==> config.mk <==
export PLATFORM = sky130hd
export DESIGN_NAME = sdi12_command_transmitter_unit
export DESIGN_NICKNAME = d
export VERILOG_FILES = /design/src/design/sdi12ct_pkg.sv /design/src/design/sdi12ct_cmd_buf.sv /design/src/design/sdi12ct_seq.sv /design/src/design/sdi12ct_top_unused_guard.sv /design/src/design/sdi12_command_transmitter_unit.sv
export SDC_FILE = /design/constraint.sdc
export NUM_CORES = 1
export LEC_CHECK = 0
export ABC_AREA = 0
export ABC_CLOCK_PERIOD_IN_PS = 7100
export BUFFER_PORTS_ARGS = -buffer_cell sky130_fd_sc_hd__buf_2
export CORE_MARGIN = 8
export CORE_UTILIZATION = 55
export DETAILED_ROUTE_END_ITERATION = 8
export GPL_ROUTABILITY_DRIVEN = 0
export PLACE_DENSITY = 0.87
export REMOVE_ABC_BUFFERS = 1
export SYNTH_ARGS = -nofsm -noshare
export SYNTH_HDL_FRONTEND = slang
export SYNTH_HIERARCHICAL = 1
export SYNTH_SLANG_ARGS = --single-unit
==> constraint.sdc <==
create_clock -name clk_i -period 7.1 [get_ports clk_i]
set_input_delay 0.355 -clock clk_i [delete_from_list [all_inputs] [get_ports clk_i]]
set_output_delay 0.355 -clock clk_i [all_outputs]
set_load 0.01 [all_outputs]
==> src/design/sdi12ct_pkg.sv <==
// shared types and constants of the sdi-12 command transmitter
package sdi12ct_pkg;

  // item operation codes (travel in s_tuser)
  typedef enum logic [1:0] {
    OP_LOAD  = 2'd0,
    OP_CLEAR = 2'd1,
    OP_START = 2'd2,
    OP_TICK  = 2'd3
  } op_e;

  // line phases as reported in the result
  typedef enum logic [2:0] {
    PH_IDLE   = 3'd0,
    PH_BREAK  = 3'd1,
    PH_MARK   = 3'd2,
    PH_TX     = 3'd3,
    PH_LISTEN = 3'd4
  } phase_e;

  // bit positions inside one ten-bit character frame
  localparam logic [3:0] BitStart  = 4'd0;
  localparam logic [3:0] BitParity = 4'd8;
  localparam logic [3:0] BitStop   = 4'd9;

  // configuration registers
  localparam int unsigned CfgAddrW     = 3;
  localparam logic        RegBreak     = 1'b0;
  localparam logic        RegMark      = 1'b1;
  localparam logic [7:0]  BreakTicksRst = 8'd17;
  localparam logic [7:0]  MarkTicksRst  = 8'd11;

  // width of the reported buffer fill
  localparam int unsigned CountW = 5;

  // one result transaction
  typedef struct packed {
    logic [CountW-1:0] char_count;
    logic              accepted;
    phase_e            phase;
    logic              drive_line;
    logic              line_high;
  } result_t;

endpackage

==> src/design/sdi12ct_cmd_buf.sv <==
// command character buffer with registered read port
module sdi12ct_cmd_buf
  import sdi12ct_pkg::*;
#(
  parameter int unsigned BUFFER_DEPTH = 16
) (
  input  logic                            clk_i,
  input  logic                            wr_en_i,
  input  logic [$clog2(BUFFER_DEPTH)-1:0] wr_addr_i,
  input  logic [6:0]                      wr_data_i,
  input  logic [$clog2(BUFFER_DEPTH)-1:0] rd_addr_i,
  output logic [6:0]                      rd_data_o
);

  logic [6:0] mem [BUFFER_DEPTH];

  // write port, loads only happen while idle
  always_ff @(posedge clk_i) begin
    if (wr_en_i) begin
      mem[wr_addr_i] <= wr_data_i;
    end
  end

  // read port, data follows the address in the next cycle
  always_ff @(posedge clk_i) begin
    rd_data_o <= mem[rd_addr_i];
  end

endmodule

==> src/design/sdi12ct_seq.sv <==
// phase sequencer: break, mark, character framing and buffer fill
module sdi12ct_seq
  import sdi12ct_pkg::*;
#(
  parameter int unsigned BUFFER_DEPTH = 16
) (
  input  logic                            clk_i,
  input  logic                            rst_ni,
  input  logic                            take_i,
  input  op_e                             op_i,
  input  logic [6:0]                      char_i,
  input  logic [7:0]                      break_ticks_i,
  input  logic [7:0]                      mark_ticks_i,
  input  logic [6:0]                      rd_data_i,
  output logic                            wr_en_o,
  output logic [$clog2(BUFFER_DEPTH)-1:0] wr_addr_o,
  output logic [6:0]                      wr_data_o,
  output logic [$clog2(BUFFER_DEPTH)-1:0] rd_addr_o,
  output result_t                         res_o
);

  localparam int unsigned IdxW = $clog2(BUFFER_DEPTH);
  localparam int unsigned LenW = $clog2(BUFFER_DEPTH + 1);
  localparam logic [LenW-1:0] Full = LenW'(BUFFER_DEPTH);

  phase_e          phase_q, phase_d;
  logic [7:0]      cnt_q, cnt_d;
  logic [3:0]      bit_q, bit_d;
  logic [IdxW-1:0] idx_q, idx_d;
  logic [LenW-1:0] len_q, len_d;
  logic            line_q, line_d;
  logic            acc;
  logic [8:0]      cnt_inc;
  logic [LenW-1:0] idx_next;
  logic [2:0]      data_sel;

  assign cnt_inc  = {1'b0, cnt_q} + 9'd1;
  assign idx_next = LenW'(idx_q) + LenW'(1);
  assign data_sel = bit_q[2:0] - 3'd1;

  // state registers, updated once per accepted transaction
  always_ff @(posedge clk_i or negedge rst_ni) begin
    if (!rst_ni) begin
      phase_q <= PH_IDLE;
      cnt_q   <= '0;
      bit_q   <= '0;
      idx_q   <= '0;
      len_q   <= '0;
      line_q  <= 1'b0;
    end else if (take_i) begin
      phase_q <= phase_d;
      cnt_q   <= cnt_d;
      bit_q   <= bit_d;
      idx_q   <= idx_d;
      len_q   <= len_d;
      line_q  <= line_d;
    end
  end

  // next state for the incoming item
  always_comb begin
    phase_d   = phase_q;
    cnt_d     = cnt_q;
    bit_d     = bit_q;
    idx_d     = idx_q;
    len_d     = len_q;
    line_d    = line_q;
    acc       = 1'b0;
    wr_en_o   = 1'b0;
    case (op_i)
      OP_LOAD: begin
        if (phase_q == PH_IDLE && len_q < Full) begin
          wr_en_o = take_i;
          len_d   = len_q + LenW'(1);
          acc     = 1'b1;
        end
      end
      OP_CLEAR: begin
        phase_d = PH_IDLE;
        cnt_d   = '0;
        bit_d   = '0;
        idx_d   = '0;
        len_d   = '0;
        line_d  = 1'b0;
        acc     = 1'b1;
      end
      OP_START: begin
        if (phase_q == PH_IDLE && len_q != '0) begin
          phase_d = PH_BREAK;
          cnt_d   = '0;
          bit_d   = '0;
          idx_d   = '0;
          line_d  = 1'b1;
          acc     = 1'b1;
        end
      end
      default: begin
        acc = 1'b1;
        case (phase_q)
          // break: line high for break_ticks ticks
          PH_BREAK: begin
            if (cnt_inc >= {1'b0, break_ticks_i}) begin
              phase_d = PH_MARK;
              cnt_d   = '0;
              line_d  = 1'b0;
            end else begin
              cnt_d = cnt_inc[7:0];
            end
          end
          // marking: line low for mark_ticks ticks
          PH_MARK: begin
            if (cnt_inc >= {1'b0, mark_ticks_i}) begin
              phase_d = PH_TX;
              cnt_d   = '0;
              bit_d   = '0;
              idx_d   = '0;
            end else begin
              cnt_d = cnt_inc[7:0];
            end
          end
          // character frames, inverted levels
          PH_TX: begin
            if (bit_q == BitStart) begin
              line_d = 1'b1;
            end else if (bit_q == BitParity) begin
              line_d = ~(^rd_data_i);
            end else if (bit_q == BitStop) begin
              line_d = 1'b0;
            end else begin
              line_d = ~rd_data_i[data_sel];
            end
            if (bit_q == BitStop) begin
              bit_d = '0;
              if (idx_next >= len_q) begin
                phase_d = PH_LISTEN;
                idx_d   = '0;
                line_d  = 1'b0;
              end else begin
                idx_d = idx_next[IdxW-1:0];
              end
            end else begin
              bit_d = bit_q + 4'd1;
            end
          end
          default: begin
          end
        endcase
      end
    endcase
  end

  // buffer access
  assign wr_addr_o = len_q[IdxW-1:0];
  assign wr_data_o = char_i;
  assign rd_addr_o = idx_q;

  // result of this item
  assign res_o.line_high  = line_d;
  assign res_o.drive_line = (phase_d != PH_LISTEN);
  assign res_o.phase      = phase_d;
  assign res_o.accepted   = acc;
  assign res_o.char_count = CountW'(len_d);

endmodule

==> src/design/sdi12ct_top_unused_guard.sv <==
// result register stage between the sequencer and the output stream
module sdi12ct_top_unused_guard
  import sdi12ct_pkg::*;
(
  input  logic    clk_i,
  input  logic    rst_ni,
  input  logic    take_i,
  input  result_t res_i,
  input  logic    m_tready_i,
  output logic    valid_o,
  output logic    ready_o,
  output result_t res_o
);

  logic    valid_q;
  result_t res_q;

  // valid flag of the output register
  always_ff @(posedge clk_i or negedge rst_ni) begin
    if (!rst_ni) begin
      valid_q <= 1'b0;
    end else if (take_i) begin
      valid_q <= 1'b1;
    end else if (m_tready_i) begin
      valid_q <= 1'b0;
    end
  end

  // payload, no reset needed
  always_ff @(posedge clk_i) begin
    if (take_i) begin
      res_q <= res_i;
    end
  end

  // a new item enters when the register is empty or draining
  assign ready_o = !valid_q || m_tready_i;
  assign valid_o = valid_q;
  assign res_o   = res_q;

endmodule

==> src/design/sdi12_command_transmitter_unit.sv <==
// top level of the sdi-12 command transmitter
//
// Input stream: s_tuser carries the operation (load, clear, start, tick),
// s_tdata the seven-bit command character used by load. Each accepted
// transaction produces exactly one result transaction on the output stream:
// line level, drive enable, phase, accepted flag and buffer fill.
// Ticks are the bit-period clock of the line; the host sends one per bit.
// The single result register makes a result valid in the cycle after its
// input is accepted; one item is accepted every cycle while results are taken.
// When the receiver stalls, the result register holds its transaction and
// s_tready drops until it is taken; it rises again in the cycle the result
// leaves, so no bubble is added. Reset puts the block in idle with an
// empty buffer, line driven low, break_ticks = 17 and mark_ticks = 11.
// Registers sit on the APB port at 0x0 (break_ticks) and 0x4 (mark_ticks);
// the user must write them only while idle; the block does not enforce it.
// The buffer holds BUFFER_DEPTH characters; start with an empty buffer,
// and load or start outside idle, are reported with accepted = 0.
module sdi12_command_transmitter_unit
  import sdi12ct_pkg::*;
#(
  parameter int unsigned BUFFER_DEPTH = 16
) (
  input  logic                clk_i,
  input  logic                rst_ni,
  // stream in
  input  logic                s_tvalid_i,
  output logic                s_tready_o,
  input  logic [7:0]          s_tdata_i,   // [6:0] char_value, [7] zero
  input  logic [1:0]          s_tuser_i,   // [1:0] operation
  // stream out
  output logic                m_tvalid_o,
  input  logic                m_tready_i,
  output logic [15:0]         m_tdata_o,   // [0] line_high, [1] drive_line,
                                           // [4:2] phase, [5] accepted,
                                           // [10:6] char_count, [15:11] zero
  // apb configuration
  input  logic                psel,
  input  logic                penable,
  input  logic                pwrite,
  input  logic [CfgAddrW-1:0] paddr,
  input  logic [31:0]         pwdata,
  output logic [31:0]         prdata,
  output logic                pready
);

  localparam int unsigned IdxW = $clog2(BUFFER_DEPTH);

  logic [7:0]      break_ticks_q;
  logic [7:0]      mark_ticks_q;
  logic            take;
  logic            cfg_wr;
  logic            wr_en;
  logic [IdxW-1:0] wr_addr;
  logic [6:0]      wr_data;
  logic [IdxW-1:0] rd_addr;
  logic [6:0]      rd_data;
  result_t         res;
  result_t         res_q;
  op_e             op;

  assign op     = op_e'(s_tuser_i);
  assign take   = s_tvalid_i && s_tready_o;
  assign pready = 1'b1;
  assign cfg_wr = psel && penable && pwrite && pready;

  // configuration registers
  always_ff @(posedge clk_i or negedge rst_ni) begin
    if (!rst_ni) begin
      break_ticks_q <= BreakTicksRst;
      mark_ticks_q  <= MarkTicksRst;
    end else if (cfg_wr) begin
      if (paddr[2] == RegBreak) begin
        break_ticks_q <= pwdata[7:0];
      end else begin
        mark_ticks_q <= pwdata[7:0];
      end
    end
  end

  // register read back
  assign prdata = (paddr[2] == RegMark) ? {24'd0, mark_ticks_q} : {24'd0, break_ticks_q};

  sdi12ct_cmd_buf #(
    .BUFFER_DEPTH(BUFFER_DEPTH)
  ) u_buf (
    .clk_i    (clk_i),
    .wr_en_i  (wr_en),
    .wr_addr_i(wr_addr),
    .wr_data_i(wr_data),
    .rd_addr_i(rd_addr),
    .rd_data_o(rd_data)
  );

  sdi12ct_seq #(
    .BUFFER_DEPTH(BUFFER_DEPTH)
  ) u_seq (
    .clk_i        (clk_i),
    .rst_ni       (rst_ni),
    .take_i       (take),
    .op_i         (op),
    .char_i       (s_tdata_i[6:0]),
    .break_ticks_i(break_ticks_q),
    .mark_ticks_i (mark_ticks_q),
    .rd_data_i    (rd_data),
    .wr_en_o      (wr_en),
    .wr_addr_o    (wr_addr),
    .wr_data_o    (wr_data),
    .rd_addr_o    (rd_addr),
    .res_o        (res)
  );

  sdi12ct_top_unused_guard u_out (
    .clk_i     (clk_i),
    .rst_ni    (rst_ni),
    .take_i    (take),
    .res_i     (res),
    .m_tready_i(m_tready_i),
    .valid_o   (m_tvalid_o),
    .ready_o   (s_tready_o),
    .res_o     (res_q)
  );

  // pack the result transaction
  assign m_tdata_o = {5'd0, res_q.char_count, res_q.accepted, res_q.phase,
                      res_q.drive_line, res_q.line_high};

`ifndef ASSERT_OFF
  // the line is released exactly in listening
  a_drive_phase: assert property (@(posedge clk_i) disable iff (!rst_ni)
    m_tvalid_o |-> (res_q.drive_line == (res_q.phase != PH_LISTEN)))
    else $error("drive enable disagrees with phase");

  // idle always drives the line low
  a_idle_low: assert property (@(posedge clk_i) disable iff (!rst_ni)
    (m_tvalid_o && res_q.phase == PH_IDLE) |-> !res_q.line_high)
    else $error("line high while idle");

  // a clear empties the buffer and returns to idle
  a_clear: assert property (@(posedge clk_i) disable iff (!rst_ni)
    (take && op == OP_CLEAR) |=>
      (m_tvalid_o && res_q.phase == PH_IDLE && res_q.char_count == '0
       && res_q.accepted))
    else $error("clear did not return to idle");

  // no item enters while a stalled result is held
  a_no_overrun: assert property (@(posedge clk_i) disable iff (!rst_ni)
    (m_tvalid_o && !m_tready_i) |-> !take)
    else $error("input taken over a stalled result");
`endif

endmodule

---- Word level (Yosys, flattened, before mapping) ----
Memories as Yosys holds them, arrays and structs flattened. A register that Yosys moved wholly into a read port is not among the register bits.
Cells that the tools add are included.
storage, ports and cells
  input port bits ......................... 52
  output and inout bits ................... 51
  memory bits (writable) .................. 112
  logic and storage cells ................. 104
  memories ................................ 1
  register bits ........................... 53
memories
  memory     depth  bits a word  read ports  clocked after Yosys merged registers in  wr ports  RTL line               text
  u_buf.mem  16     7            1           1                                        1         sdi12ct_cmd_buf.sv:15  logic [6:0] mem [BUFFER_DEPTH];
operators by class
  $add $sub $neg .......................... 5
  reductions and logical operators ........ 20
  equal/unequal tests ..................... 11
  order comparisons ....................... 5
  bitwise gates (word level) .............. 4
  mux-type cells .......................... 44
operator list
  operator                                                               count
  8-bit two-way mux                                                      4
  4-bit one-hot mux with 3 select lines                                  2
  8-bit one-hot mux with 3 select lines                                  1
  4-bit two-way mux                                                      5
  9-bit by 8-bit greater-or-equal comparator with 1-bit output           2
  3-bit one-hot mux with 3 select lines                                  2
  1-bit two-way mux                                                      16
  4-bit one-hot mux with 2 select lines                                  2
  8-bit one-hot mux with 2 select lines                                  1
  3-bit two-way mux                                                      5
  5-bit one-hot mux with 2 select lines                                  1
  8-bit by 1-bit adder with 9-bit output, second input constant          1
  4-bit equality test, second input constant                             2
  4-bit nonzero test                                                     2
  7-bit XOR reduction                                                    1
  3-bit by 2-bit equality test with 1-bit output, second input constant  2
  6-bit AND reduction                                                    1
  4-bit by 1-bit adder with 5-bit output, second input constant          1
  5-bit by 1-bit adder with 5-bit output, second input constant          1
  5-bit greater-or-equal comparator                                      1
  1-bit logical AND                                                      5
  5-bit < comparator, second input constant                              1
  5-bit two-way mux                                                      1
  5-bit AND reduction                                                    1
  other kinds (23)                                                       28

---- Depth between registers and ports, before layout ----
Gate-level depths: netlist (run 1).
  depth after elaboration ................. 11
  gate-level depth with buffers ........... 11

---- Cells and area by module ----
The synthesis (run 1) kept the hierarchy.
by module, submodules not included
  module                          seq. area each (um^2)  times used  cells an instance  area an instance (um^2)
  sdi12ct_cmd_buf                 3,503.4                1           203                4,530.6
  sdi12ct_seq                     625.6                  1           314                2,652.5
  sdi12_command_transmitter_unit  406.6                  1           76                 972.2
  sdi12ct_top_unused_guard        355.3                  1           14                 377.9

---- Worst setup path before layout (run 1) ----
OpenSTA, ideal clock, no wires.
  path type ............................... register -> register
  start point ............................. register u_seq.cnt_q[0]
  end point ............................... register u_seq.bit_q[0]
  path buffers ............................ 0
  data required time ...................... 6.972 ns
  cell stages (with the launch flop) ...... 11
  period minus slack after synthesis ...... 2.890 ns
  path slack .............................. 4.210 ns
  arrival ................................. 2.762 ns
  cells stage by stage .................... dfrtp_1 -> ha_1 -> nand3_1 -> or3_1 -> nand2_1 -> ha_1 -> a21o_1 -> a2111oi_2 -> nand3_1 -> nand2_1 -> mux2_1
between the ends
  cells in the longest elaborated chain, start to end .. 4
RTL lines
  what                                                          RTL line            text
  start, declared                                               sdi12ct_seq.sv:27   logic [7:0] cnt_q, cnt_d;
  start signal, assigned                                        sdi12ct_seq.sv:52   cnt_q <= cnt_d;
  8-bit by 1-bit adder with 9-bit output                        sdi12ct_seq.sv:37   assign cnt_inc = {1'b0, cnt_q} + 9'd1;
  9-bit by 8-bit greater-or-equal comparator with 1-bit output  sdi12ct_seq.sv:112  if (cnt_inc >= {1'b0, mark_ticks_i}) begin
  4-bit by 1-bit != test with 1-bit output (no source line)     --
  5-bit AND reduction (no source line)                          --
  end signal, assigned                                          sdi12ct_seq.sv:53   bit_q <= bit_d;
  end, declared                                                 sdi12ct_seq.sv:28   logic [3:0] bit_q, bit_d;
Every way passes these cells.
A chain may end at the register's enable or synchronous reset.

---- Worst setup path after layout (run 1) ----
Same ends and word-level chain as after synthesis.

==> key figures, run 1 <==
Run status
  – Outcome: finished, final reports clean

Finish
  – Area growth syn-to-layout: 8.90%
  – Share of cells above drive strength 1: 21.1%
  – N_diodes: 0
  – NumNets Final: 727

Logic synthesis
  – Asr flop ratio synth: 24.4%
  – Library cells used by synthesis: 79
  – Cells after synthesis: 607
  – Avg Cell Area, Syn: 14.1 sq um
  – Yosys reg bits: 172
  – Synthesized area: 8530 sq um
  – Seq/Total Area, Yosys: 57.3%
  – Number of synthesized flops with an enable pin: 123
  – Main synth FF type: edfxtp_1
  – Total of warnings raised by yosys: 6

Place
  – Port bufs: 45
  – Post-DP HPWL: 11.7 mm
  – Pre-CTS WS: 3.76 ns

Floorplan
  – Die width: 141 um
  – I/O pin count: 103
  – Die Y: 141 um
  – # rows: 45
  – Total core area: 15200 sq um
  – Die area: 19800 sq um
  – Initial core utilization: 56.1%

Setup path
  – Crit end category: flip-flop
  – Worst Setup Start Kind: flip-flop
  – Setup CP Type: reg -> reg
  – Worst Path Required: 7.41 ns
  – WP data arrival: 3.70 ns
  – Worst Path Max Fanout: 6

Routing
  – Final wirelength: 17.7 mm
  – Routed len/inst: 21.0 um
  – Initial DRC count: 404
  – Vias: 5230
  – Drt drc: 0
  – Drt first pass iters: 5
  – Detail Route Antenna Nets: 0
  – Vias per cell: 6.20

Pwr
  – Flop pwr share: 46.3%
  – Switching share of power: 30.1%
  – Logic pwr share: 18.0%
  – Clock share of power: 35.8%
  – Worst vdd ir: 215 uV
  – Switching power: 801 uW
  – Pwr/cell area: 286 nW/um^2
  – Leak pwr: 0.00357 uW
  – Pint: 1860 uW

STA
  – Slew HR: 16.9%
  – Final Setup Violations: 0
  – Worst clock skew: 0.0140 ns
  – Period utilization: 47.8%
  – Sum Neg Setup Slack: 0 ns
  – Tmin final: 3.39 ns
  – Endpoints failing hold: 0
  – Fmax: 295 MHz
  – Worst slew pin tran: 1.24 ns
  – Final WS setup: 3.71 ns
  – Max Transition Viols Final: 0
  – RSZ-0062 raised after global routing: false

Clock tree
  – TritonCTS Sinks: 172
  – Root Driver: clkbuf_16
  – CTS tree: built
  – Worst-path clk slew: 0.07 ns
  – Post-CTS sizing: 0
  – CTS H-tree lvls: 4
  – Worst-Skew Late Latency: 0.43 ns
  – Post-CTS Setup Inserts: 0
  – Longest Clk Path Bufs: 2
  – Post-CTS Hold Buffers: 0
  – TritonCTS buffer count: 17

Worst hold path
  – Hold WC Path Type: in -> async

GRT
  – First-pass GRT wire length: 28.0 mm
  – Total track usage: 18.3%
  – Vias in the first global route: 5253
  – Initial antenna violation count: 0
  – GRT overflow: 0
  – Largest net degree at the start of global routing: 43

Flow run
  – MaxCap Viol Count: 0
==> power groups by stage <==
stage	Clock [uW]	Combinational, uW	Sequential [uW]
2_1_floorplan	0	335	1230
3_3_place_gp	0	437	1240
3_5_place_dp	0	468	1250
4_1_cts	963	473	1230
5_1_grt	1000	528	1240
6_report	952	478	1230
==> layout make-up <==
class                           count  area (sq um)
Sequential cell                   172          4890
Fill cell                        1082          5910
Timing Repair Buffer               48           248
Multi-Input combinational cell    371          3180
Inverter                           32           120
Clock buffer                       17           425
Clock inverter                     15           196
Tap cell                          188           235
==> cells in the mapped netlist (10+ instances only) <==
library cell / n / share of area (%)
a22oi_1: 14 / 1.2
mux2_2: 25 / 3.3
nand2b_1: 10 / 0.73
buf_4: 43 / 3.8
mux4_1: 17 / 5.2
dfrtp_1: 37 / 11
o21ai_0: 10 / 0.59
mux4_2: 12 / 3.2
inv_1: 32 / 1.4
ha_1: 33 / 4.8
edfxtp_1: 123 / 43
nand2_1: 42 / 1.8
nand3_1: 17 / 1.0
a21oi_1: 16 / 0.94
nor2_1: 25 / 1.1
==> critical path, stage by stage (launching register included) <==
cell and delay, ns:
dfrtp_1 0.47, ha_1 0.26, nand3_1 0.22, or3_1 0.43, nand2_1 0.11, ha_1 0.26, a21o_1 0.20, a2111oi_2 0.54
nand3_1 0.20, nand2_1 0.23, mux2_1 0.34
==> state kept, by name, summed over array words and instances (netlist names) <==
| register | count |
|---|---|
| break_ticks_q | 8 |
| mark_ticks_q | 8 |
| u_buf/mem | 112 |
| u_buf/rd_data_o | 7 |
| u_out/res_o | 11 |
| u_out/valid_o | 1 |
| u_seq/bit_q | 4 |
| u_seq/cnt_q | 8 |
| u_seq/len_q | 5 |
| u_seq/line_q | 1 |
| u_seq/phase_q | 3 |
| u_seq/rd_addr_o | 4 |
==> cell usage in the layout (no fill, tap or decap), drive strengths merged, types with 3 or more instances in the layout <==
cell,Yosys,routed
edfxtp,123,123
buf,54,48
nand2,42,42
inv,32,40
dfrtp,37,37
ha,33,33
conb,2,30
mux4,29,29
mux2,26,26
nor2,26,26
nand3,18,18
clkbuf,6,17
a21oi,16,16
o21ai,16,16
a22oi,14,14
nand2b,12,12
nor3,9,9
nor2b,7,7
dfxtp,7,7
xnor2,7,7
clkinv,0,6
and2,5,5
dfstp,5,5
nand3b,5,5
o41ai,5,5
a21o,5,5
and3,4,4
a211oi,4,4
mux2i,4,4
nand4,4,4
or3b,4,4
xor2,3,3
a211o,3,3
nor4,3,3
==> metal layers <==
layer	vias up	global-route usage, %	share of wire [%]
met5	-	0	0
met3	39	4.25	6.9
met2	271	32.6	54
met4	0	6.39	2.1
li1	2318	-	-
met1	2602	21.2	37
==> logic make-up (layout without fill, tap and decap cells) <==
group / Yosys count / count (layout) / share of synthesized area, %
compound gates: 87 / 87 / 7.32
other cells: 2 / 30 / 0.0880
flops: 172 / 172 / 57.3
fa+ha+maj: 33 / 33 / 4.84
mux: 59 / 59 / 12.3
simple gates: 150 / 150 / 9.90
buf+inv: 92 / 112 / 6.69
xor+xnor: 12 / 12 / 1.55
==> stage by stage <==
stage,util [%],std cells,hold WS (ns),total power (uW),instance area (sq um)
2_1_floorplan,-,575,0.0594,1560,8190
3_3_place_gp,57.0,811,0.497,1680,8670
3_5_place_dp,57.0,811,0.525,1720,8670
4_1_cts,61.1,843,0.109,2660,9290
5_1_grt,61.1,843,0.170,2770,9290
6_report,61.1,843,0.0826,2660,9290
==> path summary, 6_finish.rpt <==
path | from | endpoint | slack, ns | depth (start not counted)
setup / recovery | u_seq/cnt_q[0] | u_seq/bit_q[0] | 3.71 | 10
hold / removal | rst_ni | u_out/valid_o | 0.08 | 1
setup reg to reg | u_seq/cnt_q[0] | u_seq/bit_q[0] | 3.71 | 10
hold reg to reg | mark_ticks_q[5] | mark_ticks_q[5] | 0.53 | 1
max in group asynchronous | rst_ni | u_seq/cnt_q[2] | 6.39 | 1
min in group clk_i | pwdata[3] | break_ticks_q[3] | 0.17 | 2
Power figures use the tool's default switching activity.
==> run 2, diff against run 1 <==
Settings changed: ABC_CLOCK_PERIOD_IN_PS 7100 to 2900, CORE_UTILIZATION 55 to 53, PLACE_DENSITY 0.87 to 0.88.
Clock period 7.1 ns to 2.9 ns, I/O delays scaled along.
==> run 2 against run 1 <==
  * Fmax is 23% higher
  * Clock skew is 0.0022 ns lower
  * Via count is 0.88% higher
  * Non-clock buffer count is 29 higher
==> key figures, run 2 (synthesis results as in run 1) <==
Run status
  – Outcome: finished, final reports clean

Clock tree
  – Longest Clk Path Bufs: 2
  – Root Driver: clkbuf_16
  – Worst-path clk slew: 0.07 ns
  – CTS H-tree lvls: 4
  – Worst-Skew Late Latency: 0.44 ns
  – CTS tree: built
  – TritonCTS Sinks: 172
  – TritonCTS buffer count: 17

Pwr
  – Clock share of power: 33.0%
  – Pint: 4510 uW
  – Leak pwr: 0.00368 uW
  – Logic pwr share: 20.6%
  – Flop pwr share: 46.4%
  – Switching power: 1960 uW
  – Switching share of power: 30.3%
  – Worst vdd ir: 458 uV
  – Overall Power: 6460 uW
  – Pwr/cell area: 673 nW/um^2

Routing
  – Final wirelength: 18.0 mm
  – Drt first pass iters: 5
  – Drt drc: 0
  – Vias per cell: 5.87
  – Detail Route Antenna Nets: 0
  – Highest metal layer with signal wires: met4
  – Vias: 5276
  – WL met1: 6.64 mm
  – Initial DRC count: 476
  – Routed len/inst: 20.0 um
  – Met2 Routed Length: 9.84 mm
  – DR WL met3: 1.04 mm

STA
  – Tmin final: 2.77 ns
  – Fmax: 361 MHz
  – Period utilization: 95.4%
  – Endpoints failing hold: 0
  – RSZ-0062 raised after global routing: false
  – Max Transition Viols Final: 0
  – Worst clock skew: 0.0118 ns
  – Worst slew pin tran: 1.03 ns
  – Slew HR: 31.5%
  – Final Setup Violations: 0

Finish
  – NumNets Final: 756
  – Share of cells above drive strength 1: 24.5%
  – Non-Filler Instances: 899
  – Max FFs per register: 112
  – Commonest non-fill, non-tap cell in the layout: edfxtp_1
  – Area growth syn-to-layout: 12.5%
  – Largest reg by FF count: u_buf/mem
  – N_diodes: 0
  – Fin area: 9600 sq um
  – Commonest non-fill, non-tap cells in the layout: edfxtp_1, buf_2, nand2_1, dfrtp_1, inv_1

Setup path
  – R2R depth: 11
  – Worst Path Max Fanout: 5
  – WP data arrival: 3.07 ns
  – R2r endpoint: u_seq/bit_q[3]
  – Worst Path Required: 3.20 ns
  – Register-to-register setup slack: 0.13 ns
  – Reg2Reg Launch Point: u_seq/cnt_q[0]
  – Worst Setup Start Kind: flip-flop
  – Crit end category: flip-flop
  – Setup CP Type: reg -> reg

GRT
  – Total track usage: 18.0%
  – First-pass GRT wire length: 27.7 mm
  – GRT overflow: 0
  – Vias in the first global route: 5298
  – Initial antenna violation count: 0
  – Largest net degree at the start of global routing: 43

Place
  – Port bufs: 45
  – Dpl cell area: 8840 sq um
  – Cells after DPL: 857
  – Post-DP HPWL: 11.9 mm

Floorplan
  – Die Y: 143 um
  – Total core area: 15800 sq um
  – # rows: 46
  – Die area: 20400 sq um
  – I/O pin count: 103
  – Die width: 143 um
  – Initial core utilization: 53.9%

Worst hold path
  – Hold EP: u_buf/mem[13][6]
  – Hold Path Cell Cnt: 1
  – Hold WC Path Type: in -> reg
  – Min-delay src: s_tdata_i[6]

Flow run
  – MaxCap Viol Count: 0
run 2: changes by cell type in the layout (fill, tap and decap cells not counted), sizes merged:
cell	previous run	this run
clkbuf	17	18
clkinvlp	0	3
clkinv	6	4
bufinv	1	0
buf	48	67
inv	40	38
dlygate4sd3	0	10
run 2: cell type report:
type / count / area (sq um)
well taps: 216 / 270
multi-input cells: 371 / 3260
clock inverters: 13 / 130
fillers: 1112 / 6230
clock buffers: 18 / 429
flip-flops and latches: 172 / 4890
repair buffers: 77 / 490
inverters: 32 / 120
run 2: metal layers:
| metal | track usage (%) | vias up |
|---|---|---|
| met4 | 8.39 | 0 |
| met5 | 0 | - |
| met2 | 32.0 | 218 |
| met1 | 20.1 | 2657 |
| met3 | 4.17 | 34 |
| li1 | - | 2367 |
run 2: through the flow:
step,hold slack (ns),setup WS (ns),TNS [ns],util [%]
floorplan,-0.151,-0.177,-1.18,-
global placement,0.324,-0.00333,-0.00333,55.9
detailed placement,0.357,-0.173,-0.808,55.9
CTS,0.0995,0.00402,0,60.1
global route,0.106,0.00436,0,60.6
finish,0.107,0.134,0,60.6
run 2: how the worst max path moves through the flow:
stage	startpoint	end	slack, ns	cells after the start
after floorplan	u_seq/rd_addr_o[0]	u_out/res_o[1]	-0.18	9
after global placement	u_seq/cnt_q[1]	u_out/res_o[1]	-0.003	10
after detailed placement	u_seq/cnt_q[1]	u_seq/bit_q[1]	-0.17	11
after CTS	u_seq/cnt_q[1]	u_seq/bit_q[0]	0.004	10
after global routing	u_seq/cnt_q[1]	u_seq/cnt_q[1]	0.004	10
final	u_seq/cnt_q[0]	u_seq/bit_q[3]	0.13	11
run 2: worst max-delay path, stage by stage (launching register included):
cell and delay [ns]:
dfrtp_1 0.39, buf_4 0.16, nand3_1 0.18, nor2_2 0.19, nand3_1 0.13, xnor2_2 0.20
ha_4 0.32, nand4_1 0.09, o21a_2 0.25, and2_1 0.23, o41ai_1 0.37, o41ai_1 0.13
run 2: power groups by stage:
stage	combinational [uW]	sequential [uW]	clock [uW]
after floorplan	821	3010	0
final	1330	3000	2130
after global routing	1460	3020	2260
after detailed placement	1220	3020	0
after CTS	1270	2980	2150
after global placement	1130	3010	0
run 2: repair_timing:
action                                  in CTS  in global routing
pin swaps                                    0                  3
endpoints found under the setup margin      12                 15
setup buffers                                0                  1
hold buffers                                10                  0
resized for setup                            2                 14
endpoints found under the hold margin       54                  0
